<file path="src/design/qre_pkg.sv">
// ----------------------------------------------------------------------------
// qre_pkg
// types, widths and the product schedule of the quaternion rate estimator
// ----------------------------------------------------------------------------
package qre_pkg;

    localparam int QW        = 16;
    localparam int STAMP_W   = 32;
    localparam int TICK_W    = 27;
    localparam int RATE_W    = 32;
    localparam int ACC_W     = 34;
    localparam int MUL_A_W   = 33;
    localparam int MUL_B_W   = 28;
    localparam int PROD_W    = MUL_A_W + MUL_B_W;
    localparam int NUM_SHIFT = 14;
    localparam int NUM_W     = 45;
    localparam int DIV_W     = 32;
    localparam int MAC_STEPS = 12;
    localparam int CNT_W     = 4;

    localparam logic [TICK_W-1:0] TICK_RATE_RESET = 27'd1000000;
    localparam logic signed [QW-1:0] Q_ONE = 16'sd32767;

    typedef logic [1:0] status_t;
    localparam status_t ST_OK   = 2'd0;
    localparam status_t ST_ZERO = 2'd1;
    localparam status_t ST_SAT  = 2'd2;

    typedef logic [1:0] qidx_t;
    localparam qidx_t IDX_W = 2'd0;
    localparam qidx_t IDX_X = 2'd1;
    localparam qidx_t IDX_Y = 2'd2;
    localparam qidx_t IDX_Z = 2'd3;

    // one product of the relative rotation vector part
    typedef struct packed {
        qidx_t      qsel;
        qidx_t      psel;
        logic       neg;
        logic [1:0] comp;
    } mac_op_t;

    typedef struct packed {
        logic busy;
        logic done;
        logic ovf;
    } div_stat_t;

    // vector part of q * conj(p), four products per component
    function automatic mac_op_t mac_op(input logic [CNT_W-1:0] step);
        mac_op_t op;
        case (step)
            4'd0:    op = '{IDX_W, IDX_X, 1'b1, 2'd0};
            4'd1:    op = '{IDX_X, IDX_W, 1'b0, 2'd0};
            4'd2:    op = '{IDX_Y, IDX_Z, 1'b1, 2'd0};
            4'd3:    op = '{IDX_Z, IDX_Y, 1'b0, 2'd0};
            4'd4:    op = '{IDX_W, IDX_Y, 1'b1, 2'd1};
            4'd5:    op = '{IDX_X, IDX_Z, 1'b0, 2'd1};
            4'd6:    op = '{IDX_Y, IDX_W, 1'b0, 2'd1};
            4'd7:    op = '{IDX_Z, IDX_X, 1'b1, 2'd1};
            4'd8:    op = '{IDX_W, IDX_Z, 1'b1, 2'd2};
            4'd9:    op = '{IDX_X, IDX_Y, 1'b1, 2'd2};
            4'd10:   op = '{IDX_Y, IDX_X, 1'b0, 2'd2};
            4'd11:   op = '{IDX_Z, IDX_W, 1'b0, 2'd2};
            default: op = '{IDX_W, IDX_W, 1'b0, 2'd0};
        endcase
        return op;
    endfunction

endpackage

</file>
<file path="src/design/qre_mul.sv">
// ----------------------------------------------------------------------------
// qre_mul
// shared signed multiplier with a registered product
// ----------------------------------------------------------------------------
module qre_mul (
    input  logic                                 clk,
    input  logic signed [qre_pkg::MUL_A_W-1:0]   a,
    input  logic signed [qre_pkg::MUL_B_W-1:0]   b,
    output logic signed [qre_pkg::PROD_W-1:0]    prod
);
    import qre_pkg::*;

    logic signed [PROD_W-1:0] prod_reg;
    logic signed [PROD_W-1:0] prod_next;

    assign prod_next = PROD_W'(a) * PROD_W'(b);

    always_ff @(posedge clk)
    begin
        prod_reg <= prod_next;
    end

    assign prod = prod_reg;

endmodule

</file>
<file path="src/design/qre_div.sv">
// ----------------------------------------------------------------------------
// qre_div
// radix-2 restoring divider, one quotient bit per cycle, 32-bit quotient
// ----------------------------------------------------------------------------
module qre_div (
    input  logic                          clk,
    input  logic                          rst_n,
    input  logic                          start,
    input  logic [qre_pkg::NUM_W-1:0]     dividend,
    input  logic [qre_pkg::DIV_W-1:0]     divisor,
    output logic [qre_pkg::DIV_W-1:0]     quo,
    output qre_pkg::div_stat_t            stat
);
    import qre_pkg::*;

    localparam int HI_W    = NUM_W - DIV_W;
    localparam int STEP_CW = $clog2(DIV_W + 1);

    logic               busy_reg, busy_next;
    logic               done_reg, done_next;
    logic               ovf_reg, ovf_next;
    logic [STEP_CW-1:0] step_reg, step_next;
    logic [DIV_W-1:0]   rem_reg, rem_next;
    logic [DIV_W-1:0]   quo_reg, quo_next;
    logic [DIV_W-1:0]   div_reg, div_next;
    logic [DIV_W:0]     trial;
    logic [DIV_W:0]     shifted;

    always_comb
    begin
        busy_next = busy_reg;
        done_next = 1'b0;
        ovf_next  = ovf_reg;
        step_next = step_reg;
        rem_next  = rem_reg;
        quo_next  = quo_reg;
        div_next  = div_reg;
        shifted   = {rem_reg, quo_reg[DIV_W-1]};
        trial     = shifted - {1'b0, div_reg};
        if (start)
        begin
            div_next = divisor;
            rem_next = DIV_W'(dividend[NUM_W-1:DIV_W]);
            quo_next = dividend[DIV_W-1:0];
            // quotient needs more than 32 bits
            if ({{(DIV_W-HI_W){1'b0}}, dividend[NUM_W-1:DIV_W]} >= divisor)
            begin
                ovf_next  = 1'b1;
                done_next = 1'b1;
                busy_next = 1'b0;
            end
            else
            begin
                ovf_next  = 1'b0;
                busy_next = 1'b1;
                step_next = STEP_CW'(DIV_W);
            end
        end
        else if (busy_reg)
        begin
            if (!trial[DIV_W])
            begin
                rem_next = trial[DIV_W-1:0];
                quo_next = {quo_reg[DIV_W-2:0], 1'b1};
            end
            else
            begin
                rem_next = shifted[DIV_W-1:0];
                quo_next = {quo_reg[DIV_W-2:0], 1'b0};
            end
            step_next = step_reg - 1'b1;
            if (step_reg == STEP_CW'(1))
            begin
                busy_next = 1'b0;
                done_next = 1'b1;
            end
        end
    end

    always_ff @(posedge clk or negedge rst_n)
    begin
        if (!rst_n)
        begin
            busy_reg <= 1'b0;
            done_reg <= 1'b0;
            step_reg <= '0;
        end
        else
        begin
            busy_reg <= busy_next;
            done_reg <= done_next;
            step_reg <= step_next;
        end
    end

    always_ff @(posedge clk)
    begin
        ovf_reg <= ovf_next;
        rem_reg <= rem_next;
        quo_reg <= quo_next;
        div_reg <= div_next;
    end

    assign quo       = quo_reg;
    assign stat.busy = busy_reg;
    assign stat.done = done_reg;
    assign stat.ovf  = ovf_reg;

endmodule

</file>
<file path="src/design/quaternion_rate_estimator_top.sv">
// ----------------------------------------------------------------------------
// quaternion_rate_estimator_top
// angular rate from the difference of two timestamped orientation quaternions
// ----------------------------------------------------------------------------
//  channel  | dir | beat contents
//  ---------+-----+---------------------------------------------------------
//  s_axis   | in  | tdata: quat_w, quat_x, quat_y, quat_z, stamp
//  m_axis   | out | tdata: rate_x, rate_y, rate_z; tuser: status
//  cfg      | in  | cfg_data: tick_rate, always ready
//
//  an input beat runs the twelve products on the shared multiplier, then per
//  component a clamp, a scale multiply, the serial divider (cut short when the
//  quotient overflows) and a result step, then loads the result register; a zero
//  interval skips the per-component steps and goes straight to the result load.
//  s_axis_tready is high only in idle; a result waiting on m_axis does not
//  block the next input, but the following result waits for the register.
//  reset restores the identity quaternion, time zero and tick_rate 1000000.
// ----------------------------------------------------------------------------
module quaternion_rate_estimator_top (
    input  logic                          clk,
    input  logic                          rst_n,
    // quat_w[15:0], quat_x[31:16], quat_y[47:32], quat_z[63:48], stamp[95:64]
    input  logic                          s_axis_tvalid,
    output logic                          s_axis_tready,
    input  logic [95:0]                   s_axis_tdata,
    // rate_x[31:0], rate_y[63:32], rate_z[95:64]
    output logic                          m_axis_tvalid,
    input  logic                          m_axis_tready,
    output logic [95:0]                   m_axis_tdata,
    // status[1:0]
    output logic [1:0]                    m_axis_tuser,
    // tick_rate, ticks per second
    input  logic                          cfg_valid,
    output logic                          cfg_ready,
    input  logic [qre_pkg::TICK_W-1:0]    cfg_data
);
    import qre_pkg::*;

    typedef enum logic [6:0] {
        S_IDLE  = 7'b0000001,
        S_MAC   = 7'b0000010,
        S_CLAMP = 7'b0000100,
        S_MULW  = 7'b0001000,
        S_DIVW  = 7'b0010000,
        S_RES   = 7'b0100000,
        S_DONE  = 7'b1000000
    } state_t;

    localparam logic signed [ACC_W-1:0] ACC_MAX = 34'sd2147483647;
    localparam logic signed [ACC_W-1:0] ACC_MIN = -34'sd2147483648;
    localparam logic [RATE_W-1:0] RATE_MAX = 32'h7FFF_FFFF;
    localparam logic [RATE_W-1:0] RATE_MIN = 32'h8000_0000;

    // control
    state_t              state_reg, state_next;
    logic [CNT_W-1:0]    cnt_reg, cnt_next;
    logic [1:0]          comp_reg, comp_next;
    logic                out_valid_reg, out_valid_next;
    logic [TICK_W-1:0]   tick_reg, tick_next;
    // stored previous sample
    logic signed [QW-1:0] p_reg [4];
    logic signed [QW-1:0] p_next [4];
    logic [STAMP_W-1:0]  last_stamp_reg, last_stamp_next;
    // working payload
    logic signed [QW-1:0] q_reg [4];
    logic signed [QW-1:0] q_next [4];
    logic [STAMP_W-1:0]  dt_reg, dt_next;
    logic signed [ACC_W-1:0] acc_reg [3];
    logic signed [ACC_W-1:0] acc_next [3];
    logic [RATE_W-1:0]   res_reg [3];
    logic [RATE_W-1:0]   res_next [3];
    logic                neg_reg, neg_next;
    logic                sat_reg, sat_next;
    logic [DIV_W-1:0]    quo_hold_reg, quo_hold_next;
    logic                ovf_hold_reg, ovf_hold_next;
    logic [95:0]         out_data_reg, out_data_next;
    status_t             out_user_reg, out_user_next;

    // shared units
    logic signed [MUL_A_W-1:0] mul_a;
    logic signed [MUL_B_W-1:0] mul_b;
    logic signed [PROD_W-1:0]  prod;
    logic                      div_start;
    logic [DIV_W-1:0]          div_quo;
    div_stat_t                 div_stat;

    // datapath helpers
    mac_op_t                 op_issue;
    mac_op_t                 op_acc;
    logic signed [ACC_W-1:0] term;
    logic signed [ACC_W-1:0] v_sel;
    logic [RATE_W-1:0]       v_clamp;
    logic                    v_sat;
    logic [RATE_W-1:0]       mag;
    logic                    in_fire;

    qre_mul u_mul (
        .clk  (clk),
        .a    (mul_a),
        .b    (mul_b),
        .prod (prod)
    );

    // numerator is mag * tick_rate >> 14, divisor is the interval
    qre_div u_div (
        .clk      (clk),
        .rst_n    (rst_n),
        .start    (div_start),
        .dividend (prod[NUM_SHIFT+NUM_W-1:NUM_SHIFT]),
        .divisor  (dt_reg),
        .quo      (div_quo),
        .stat     (div_stat)
    );

    assign in_fire = s_axis_tvalid && s_axis_tready;

    assign op_issue = mac_op(cnt_reg);
    assign op_acc   = mac_op(cnt_reg - 1'b1);
    // a 16x16 product fits the accumulator width, upper bits are sign copies
    assign term     = $signed(prod[ACC_W-1:0]);

    // clamp the selected vector component to 32 bits, then take magnitude
    always_comb
    begin
        v_sel = acc_reg[comp_reg];
        v_sat = 1'b0;
        if (v_sel > ACC_MAX)
        begin
            v_clamp = RATE_MAX;
            v_sat   = 1'b1;
        end
        else if (v_sel < ACC_MIN)
        begin
            v_clamp = RATE_MIN;
            v_sat   = 1'b1;
        end
        else
        begin
            v_clamp = v_sel[RATE_W-1:0];
        end
        mag = v_clamp[RATE_W-1] ? (RATE_W'(0) - v_clamp) : v_clamp;
    end

    // multiplier operand select
    always_comb
    begin
        mul_a = '0;
        mul_b = '0;
        if (state_reg == S_MAC)
        begin
            mul_a = {{(MUL_A_W-QW){q_reg[op_issue.qsel][QW-1]}}, q_reg[op_issue.qsel]};
            mul_b = {{(MUL_B_W-QW){p_reg[op_issue.psel][QW-1]}}, p_reg[op_issue.psel]};
        end
        else if (state_reg == S_CLAMP)
        begin
            mul_a = {1'b0, mag};
            mul_b = {1'b0, tick_reg};
        end
    end

    assign div_start = (state_reg == S_MULW);

    // sequencer
    always_comb
    begin
        state_next      = state_reg;
        cnt_next        = cnt_reg;
        comp_next       = comp_reg;
        out_valid_next  = out_valid_reg;
        tick_next       = tick_reg;
        p_next          = p_reg;
        last_stamp_next = last_stamp_reg;
        q_next          = q_reg;
        dt_next         = dt_reg;
        acc_next        = acc_reg;
        res_next        = res_reg;
        neg_next        = neg_reg;
        sat_next        = sat_reg;
        quo_hold_next   = quo_hold_reg;
        ovf_hold_next   = ovf_hold_reg;
        out_data_next   = out_data_reg;
        out_user_next   = out_user_reg;

        if (cfg_valid && cfg_ready)
        begin
            tick_next = cfg_data;
        end

        if (m_axis_tvalid && m_axis_tready)
        begin
            out_valid_next = 1'b0;
        end

        case (state_reg)
            S_IDLE:
            begin
                if (in_fire)
                begin
                    q_next[IDX_W]   = $signed(s_axis_tdata[15:0]);
                    q_next[IDX_X]   = $signed(s_axis_tdata[31:16]);
                    q_next[IDX_Y]   = $signed(s_axis_tdata[47:32]);
                    q_next[IDX_Z]   = $signed(s_axis_tdata[63:48]);
                    dt_next         = s_axis_tdata[95:64] - last_stamp_reg;
                    last_stamp_next = s_axis_tdata[95:64];
                    for (int k = 0; k < 3; k++)
                    begin
                        acc_next[k] = '0;
                        res_next[k] = '0;
                    end
                    sat_next   = 1'b0;
                    cnt_next   = '0;
                    state_next = S_MAC;
                end
            end
            S_MAC:
            begin
                // product of the previous step lands in the cycle after its issue
                if (cnt_reg != '0)
                begin
                    acc_next[op_acc.comp] = op_acc.neg ? acc_reg[op_acc.comp] - term
                                                       : acc_reg[op_acc.comp] + term;
                end
                if (cnt_reg == CNT_W'(MAC_STEPS))
                begin
                    comp_next  = 2'd0;
                    state_next = (dt_reg == '0) ? S_DONE : S_CLAMP;
                end
                else
                begin
                    cnt_next = cnt_reg + 1'b1;
                end
            end
            S_CLAMP:
            begin
                neg_next   = v_clamp[RATE_W-1];
                sat_next   = sat_reg | v_sat;
                state_next = S_MULW;
            end
            S_MULW:
            begin
                state_next = S_DIVW;
            end
            S_DIVW:
            begin
                if (div_stat.done)
                begin
                    quo_hold_next = div_quo;
                    ovf_hold_next = div_stat.ovf;
                    state_next    = S_RES;
                end
            end
            S_RES:
            begin
                if (!neg_reg)
                begin
                    if (ovf_hold_reg || quo_hold_reg[RATE_W-1])
                    begin
                        res_next[comp_reg] = RATE_MAX;
                        sat_next           = 1'b1;
                    end
                    else
                    begin
                        res_next[comp_reg] = quo_hold_reg;
                    end
                end
                else
                begin
                    if (ovf_hold_reg || quo_hold_reg > RATE_MIN)
                    begin
                        res_next[comp_reg] = RATE_MIN;
                        sat_next           = 1'b1;
                    end
                    else
                    begin
                        res_next[comp_reg] = RATE_W'(0) - quo_hold_reg;
                    end
                end
                if (comp_reg == 2'd2)
                begin
                    state_next = S_DONE;
                end
                else
                begin
                    comp_next  = comp_reg + 1'b1;
                    state_next = S_CLAMP;
                end
            end
            S_DONE:
            begin
                // output register free or draining this cycle
                if (!out_valid_reg || m_axis_tready)
                begin
                    out_valid_next = 1'b1;
                    out_data_next  = {res_reg[2], res_reg[1], res_reg[0]};
                    if (dt_reg == '0)
                    begin
                        out_user_next = ST_ZERO;
                    end
                    else if (sat_reg)
                    begin
                        out_user_next = ST_SAT;
                    end
                    else
                    begin
                        out_user_next = ST_OK;
                    end
                    p_next     = q_reg;
                    state_next = S_IDLE;
                end
            end
            default:
            begin
                state_next = S_IDLE;
            end
        endcase
    end

    always_ff @(posedge clk or negedge rst_n)
    begin
        if (!rst_n)
        begin
            state_reg      <= S_IDLE;
            cnt_reg        <= '0;
            comp_reg       <= '0;
            out_valid_reg  <= 1'b0;
            tick_reg       <= TICK_RATE_RESET;
            p_reg[IDX_W]   <= Q_ONE;
            p_reg[IDX_X]   <= '0;
            p_reg[IDX_Y]   <= '0;
            p_reg[IDX_Z]   <= '0;
            last_stamp_reg <= '0;
        end
        else
        begin
            state_reg      <= state_next;
            cnt_reg        <= cnt_next;
            comp_reg       <= comp_next;
            out_valid_reg  <= out_valid_next;
            tick_reg       <= tick_next;
            p_reg          <= p_next;
            last_stamp_reg <= last_stamp_next;
        end
    end

    always_ff @(posedge clk)
    begin
        q_reg        <= q_next;
        dt_reg       <= dt_next;
        acc_reg      <= acc_next;
        res_reg      <= res_next;
        neg_reg      <= neg_next;
        sat_reg      <= sat_next;
        quo_hold_reg <= quo_hold_next;
        ovf_hold_reg <= ovf_hold_next;
        out_data_reg <= out_data_next;
        out_user_reg <= out_user_next;
    end

    assign s_axis_tready = (state_reg == S_IDLE);
    assign m_axis_tvalid = out_valid_reg;
    assign m_axis_tdata  = out_data_reg;
    assign m_axis_tuser  = out_user_reg;
    assign cfg_ready     = 1'b1;

endmodule

</file>
<file path="config.mk">
export PLATFORM = sky130hd
export DESIGN_NAME = quaternion_rate_estimator_top
export DESIGN_NICKNAME = d
export VERILOG_FILES = /design/src/design/qre_pkg.sv /design/src/design/qre_mul.sv /design/src/design/qre_div.sv /design/src/design/quaternion_rate_estimator_top.sv
export SDC_FILE = /design/constraint.sdc
export NUM_CORES = 2
export LEC_CHECK = 0
export ABC_CLOCK_PERIOD_IN_PS = 30600
export BUFFER_PORTS_ARGS = -buffer_cell sky130_fd_sc_hd__buf_2
export CAP_MARGIN = 20
export CORE_AREA = 3 3 429 431
export DETAILED_ROUTE_END_ITERATION = 8
export DIE_AREA = 0 0 432 434
export PLACE_DENSITY_LB_ADDON = 0.12
export SLEW_MARGIN = 30
export SYNTH_ARGS = -nofsm -noshare
export SYNTH_HDL_FRONTEND = slang
export SYNTH_SLANG_ARGS = --single-unit
</file>
<file path="constraint.sdc">
create_clock -name clk -period 30.6 [get_ports clk]
set_clock_uncertainty 0.15 [all_clocks]
set_input_delay 3.06 -clock clk [delete_from_list [all_inputs] [get_ports clk]]
set_output_delay 3.06 -clock clk [all_outputs]
set_load 0.02 [all_outputs]
</file>
**Yosys cells after proc, flatten, opt, wreduce, memory -nomap -nowiden**

Memories as Yosys holds them, arrays and structs flattened.
Index checks and enable logic that the tools add are counted.

- Register bits after elaboration: 728
- Bits in latches: 0
- Memory bits (writable): 0
- Bits in read-only memories: 224
- Bits of input ports: 128
- Output and inout port bits: 101
- Word-level logic and storage cells: 191
- Memories: 2

- Add/subtract/negate cells: 10
- Multipliers: 1
- Div/mod/pow operators: 0
- Magnitude comparators: 10
- Equal/unequal tests: 20
- Shifts and indexed selects: 0
- Multiplexer cells: 76
- Bitwise operators: 11
- Reductions and logical operators: 25

Memory list:

| name | words | width | read ports | clocked after Yosys merged registers in | write ports | line | text |
|---|---|---|---|---|---|---|---|
| (no name shown) | 16 | 7 | 1 | 0 | 0 | qre_pkg.sv:52 | `case (step)` |
| (no name shown) | 16 | 7 | 1 | 0 | 0 | qre_pkg.sv:52 |  |

Operators by type and width:

| cell | number |
|---|---|
| $mux 96 | 4 |
| $mux 32 | 8 |
| $mux 102 | 2 |
| $mux 34 | 6 |
| $pmux 102 s2 | 1 |
| $bwmux 96 | 2 |
| $pmux 96 s2 | 1 |
| $bmux 34 s2 | 2 |
| $bwmux 102 | 1 |
| $and 93x93->93 | 1 |
| $not 93->93 | 1 |
| $or 93x93->93 | 1 |
| $demux 34 s2 | 1 |
| $bmux 16 s2 | 2 |
| $demux 32 s2 | 1 |
| $mux 16 | 4 |
| $sub 1x32->32 const A | 2 |
| $mul 33x28->59 | 1 |
| $pmux 7 s7 | 1 |
| $mux 7 | 6 |
| $add 34x34->34 | 1 |
| $gt 34x32->1 const B | 1 |
| $lt 34x32->1 const B | 1 |
| $sub 34x34->34 | 1 |
| 49 further kinds | 101 |

**Logic depth before layout (Yosys ltp)**

- Word-level depth: 12
- Gate-level depth with buffers: 48
- Gate-level depth less buffers: 43

**By module**

From an unflattened synthesis, not the netlist that was laid out.

- Cell total of the unflattened synthesis: 7195
- Area total of the unflattened synthesis: 70830.4 um^2

Modules (own cells, without submodules):

| module | instances | cells each | area an instance (um^2) | seq. area each (um^2) |
|---|---|---|---|---|
| qre_mul | 1 | 3684 | 34320.4 | 1221.2 |
| quaternion_rate_estimator_top | 1 | 2858 | 30013.8 | 16279.4 |
| qre_div | 1 | 653 | 6496.2 | 2922.8 |

**Worst setup path before layout**

OpenSTA, ideal clock, no wires.

- Path type: register -> register
- Start: register comp_reg[0]
- End: register u_mul.prod_reg[58] (netlist: u_mul.prod[58])
- Library setup time: 72 ps
- Arrival: 9773 ps
- Required time: 30378 ps
- Path slack: 20605 ps
- Stages on the path, launching flop included: 44
- Buffers on the path: 5
- Period minus slack after synthesis: 9995 ps
- Cell sequence: dfrtp_1 -> buf_6 -> mux2i_1 -> o2bb2ai_1 -> buf_2 -> nor2_1 -> nor2_1 -> buf_2 -> nor2_1 -> ha_1 -> nand4bb_1 -> buf_2 -> a21oi_1 -> a311oi_1 -> o21ai_0 -> a32o_1 -> buf_2 -> nand2_1 -> (+8 left out) -> fa_1 -> fa_1 -> inv_1 -> fa_1 -> inv_1 -> ha_1 -> a21o_1 -> a21o_1 -> a21oi_1 -> o211ai_1 -> o21a_1 -> a21bo_2 -> and2_1 -> o22ai_1 -> o21ai_0 -> a21o_1 -> a21oi_1 -> xnor2_1

- Word-level cells in the longest chain between the ends: 12
- Elaborated cells between the ends (all ways): 13
- Classes of those cells: add/sub (1); mul (1); order compare (2); mux (8); bitwise (1)

RTL lines:

| what | line | text |
|---|---|---|
| start: declaration | quaternion_rate_estimator_top.sv:57 | `logic [1:0] comp_reg, comp_next;` |
| start signal: assignment | quaternion_rate_estimator_top.sv:337 | `comp_reg <= comp_next;` |
| $not 2->3 (implied by the code) * | quaternion_rate_estimator_top.sv:125 | `v_sel = acc_reg[comp_reg];` |
| $bmux 34 s2 * | quaternion_rate_estimator_top.sv:125 |  |
| $mux 34 (implied by the code) * (2 in a row) | quaternion_rate_estimator_top.sv:125 |  |
| $lt 34x32->1 | quaternion_rate_estimator_top.sv:132 | `else if (v_sel < ACC_MIN)` |
| $mux 32 | quaternion_rate_estimator_top.sv:132 |  |
| $mux 32 * | quaternion_rate_estimator_top.sv:127 | `if (v_sel > ACC_MAX)` |
| $sub 1x32->32 | quaternion_rate_estimator_top.sv:141 | `mag = v_clamp[RATE_W-1] ? (RATE_W'(0) - v_clamp) : v_clamp;` |
| $mux 32 * | quaternion_rate_estimator_top.sv:141 |  |
| $mux 32 * | quaternion_rate_estimator_top.sv:154 | `else if (state_reg == S_CLAMP)` |
| $mux 33 * | quaternion_rate_estimator_top.sv:149 | `if (state_reg == S_MAC)` |
| $mul 33x28->59 * | qre_mul.sv:16 | `assign prod_next = PROD_W'(a) * PROD_W'(b);` |
| via u_mul.prod_next[58] | qre_mul.sv:14 | `logic signed [PROD_W-1:0] prod_next;` |
| end signal: assignment | qre_mul.sv:20 | `prod_reg <= prod_next;` |
| end: declaration | qre_mul.sv:13 | `logic signed [PROD_W-1:0] prod_reg;` |

The timed path passes the listed nets; every way through them passes the cells marked *. The select of a mux whose other input is x is not followed.
A chain may end at the register's enable or synchronous reset.

**Worst setup path after layout**

Ends and elaborated chain as after synthesis.

==> flow_summary_export.csv <==
group,metric,value,unit
logic_synthesis,muxShareOfSynthArea,3.792,%
clocking,cts_made_buffers,89,
critical_path,crit_fanout,35,
sta,rsz0062_at_grt,"no",
grt,use_met1,33.22,%
logic_synthesis,yosysSeqAreaShare,29.76,%
min_path,min_path_cells,2,
logic_synthesis,synthArstFlopShare,19.92,%
grt,gr-usage-met3,3.497,%
sta,max_freq,78.15,MHz
grt,grt_pass1_wl,347500,microns
critical_path,path_class,"reg -> reg",
grt,grt_overflow,0,
drt,vias,50870,
clocking,cts_resized,0,
sta,final-setup-viol-count,0,
critical_path,cp.required,31.07,ns
critical_path,r2r_end,"u_mul.prod[58]",
clocking,cts-root-buf,"clkbuf_16",
clocking,cts_hold_buf,0,
logic_synthesis,synth_edf_count,505,
logic_synthesis,synth_compound_area_share,9.457,%
critical_path,arrival,13.26,ns
critical_path,reg2reg_from,"comp_reg[0]",
layout,final_nets,8530,
pwr,worst_ir_drop_vdd,0.1062,mV
logic_synthesis,synthFlopType,"edfxtp_1",
layout,final_common_cell,"inv_1",
floorplan,placement_rows,156,
sta,hold_viol_final,0,
layout,final_layout_size_suffix_gt1_share,9.720,%
min_path,min_path_type,"reg -> reg",
placed_design,port_buffers,227,
sta,worst_pin_slew,1.107,ns
critical_path,slowest_stage,"a21oi_2",
layout,regArea,0.02038,sq mm
floorplan,pin_count,229,
layout,multi_input_area,0.04306,sq mm
floorplan,die-area,0.1875,sq mm
pwr,p_leak,34.46,nW
logic_synthesis,yosysWarnings,0,
layout,nFillCells,17780,
logic_synthesis,synth_area,0.06849,sq mm
sta,period_share,41.82,%
outcome,status,"finished, final reports clean",
clocking,clock_sinks,728,
floorplan,die_x,432,microns
drt,final_antenna_net_count,0,
drt,drc,0,
drt,dr.first_iter.drc_count,4316,
critical_path,rrSetupSlack,17.80,ns
logic_synthesis,syn_inst,7018,
critical_path,cp_common_cell,"fa_1",
placed_design,place_congestion,0.9794,
critical_path,critPathLaunchType,"register",
clocking,clock_latency,0.75,ns
placed_design,dp.final_hpwl,179600,microns
critical_path,r2r_cells,38,
layout,final_cell_mix,"inv_1 (1081), nand2_1 (992), fa_1 (937)",
pwr,power,6.167,mW
grt,grt_max_degree,98,
critical_path,cp-end-kind,"register",
drt,via_per_inst,5.301,
grt,top_usage_layer,"met2",
grt,grtUsageMet2,40.92,%
floorplan,core,0.1805,sq mm
logic_synthesis,synth-simple-area-share,13.21,%
floorplan,start_util,37.94,%
clocking,cts_setup_buffers,0,
sta,holdWs,0.2648,ns
layout,largest_register_ff_count,102,
sta,period_needed,12.80,ns
clocking,clk_pin_slew,0.06,ns
logic_synthesis,synthXorXnorAreaFrac,2.658,%
critical_path,critical_path.max_stage_delay,0.86,ns
grt,grt_pass1_vias,51630,
layout,design_area,0.07571,sq mm
clocking,cts_tree,"done",
logic_synthesis,syn_nets,8402,
drt,wl_per_cell,24.33,microns
grt,grtUsageTotal,25.07,%
logic_synthesis,synth.avg_cell_area,9.760,sq um
sta,slew-limit-headroom,25.44,%
logic_synthesis,synth_seq_cells,728,
clocking,h-tree-depth,3,
floorplan,die_h,434,microns
logic_synthesis,synth_adder_area_share,33.22,%
placed_design,placed_cell_area,0.07264,sq mm
layout,area_growth_syn_to_layout,10.54,%
grt,antenna_found_initial,4,
flow_run,maxCapViolCount,0,
min_path,worst_hold_path.endpoint,"p_reg[34]",
sta,slew_violations,0,
clocking,cts_buffer_depth,3,
drt,routed_wl,233500,microns
drt,first_pass_iters,7,
logic_synthesis,ys_types,109,
sta,setup-tns-final,0,ns
logic_synthesis,synth_top_family_by_area,"adder cells",
pwr,p_per_area,81.45,mW/mm^2
min_path,hp-start,"q_reg[34]",
worst max-delay path by stage:
| stage | from | to | slack (ns) |
|---|---|---|---|
| global placement | comp_reg[0] | u_mul.prod[58] | 17.01 |
| floorplan | comp_reg[0] | u_mul.prod[58] | 20.61 |
| detailed placement | comp_reg[0] | u_mul.prod[55] | 17.63 |
| finish | comp_reg[0] | u_mul.prod[58] | 17.80 |
| CTS | comp_reg[0] | u_mul.prod[55] | 17.60 |
| global route | comp_reg[0] | u_mul.prod[58] | 17.18 |
area by class of cell:
class | count | share of cell area [%]
diodes | 4 | 0.01322
clock buffers | 120 | 3.191
clock inverters | 47 | 0.8147
inverters | 1088 | 5.406
multi-input cells | 4877 | 56.88
flip-flops and latches | 728 | 26.92
well taps | 2370 | 3.917
repair buffers | 362 | 2.856
layer usage:
layer	up-vias	part of all wire (%)
met1	25980	42
met5	-	0
li1	22900	-
met3	380	5.7
met2	1617	47
met4	0	5.2
cell usage after synthesis, types with 79 or more instances:
cell type | n | share of area (%)
xor2_1 | 79 | 1.0
dfrtp_1 | 122 | 4.5
mux2i_1 | 180 | 2.6
inv_1 | 1083 | 5.9
ha_1 | 318 | 5.8
edfxtp_1 | 505 | 22
clkbuf_1 | 243 | 1.3
nand2_1 | 999 | 5.5
xnor2_1 | 127 | 1.6
nor2_1 | 808 | 4.4
a21oi_1 | 238 | 1.7
a211oi_1 | 84 | 0.92
o21ai_0 | 269 | 2.0
fa_1 | 938 | 27
per-stage QoR:
stage               cells  utilization, %  setup WS (ns)
global route         9593           41.93          17.18
finish               9596           41.93          17.80
detailed placement   9425           40.23          17.63
global placement     9421           40.20          17.01
floorplan            7018               -          20.61
CTS                  9592           41.91          17.60
power breakdown:
group | total (mW) | leakage, nW | internal, mW | switching [mW]
Clock | 1.10 | 1.46 | 0.638 | 0.465
Sequential | 1.53 | 7.17 | 1.35 | 0.175
Combinational | 3.54 | 25.8 | 1.22 | 2.31
kinds of logic (layout without fill, tap and decap cells):
kind of cell	count (synthesis)	in the layout
AND/OR/NAND/NOR	2156	2156
flip-flops	728	728
XOR/XNOR	207	207
other	1	5
adder cells (fa/ha/maj)	1256	1256
AO/OA/AOI/OAI	1022	1022
buffers and inverters	1413	1617
multiplexers	235	235
worst max-delay path: cells and delay by family, from the launching register on:
kind | cells | cell delay (ns)
buf+inv | 5 | 0.53
fa+ha+maj | 10 | 4.64
xor+xnor | 2 | 0.33
simple gates | 6 | 1.10
compound gates | 15 | 5.08
flops | 1 | 0.82
Power figures use the tool's default switching activity.
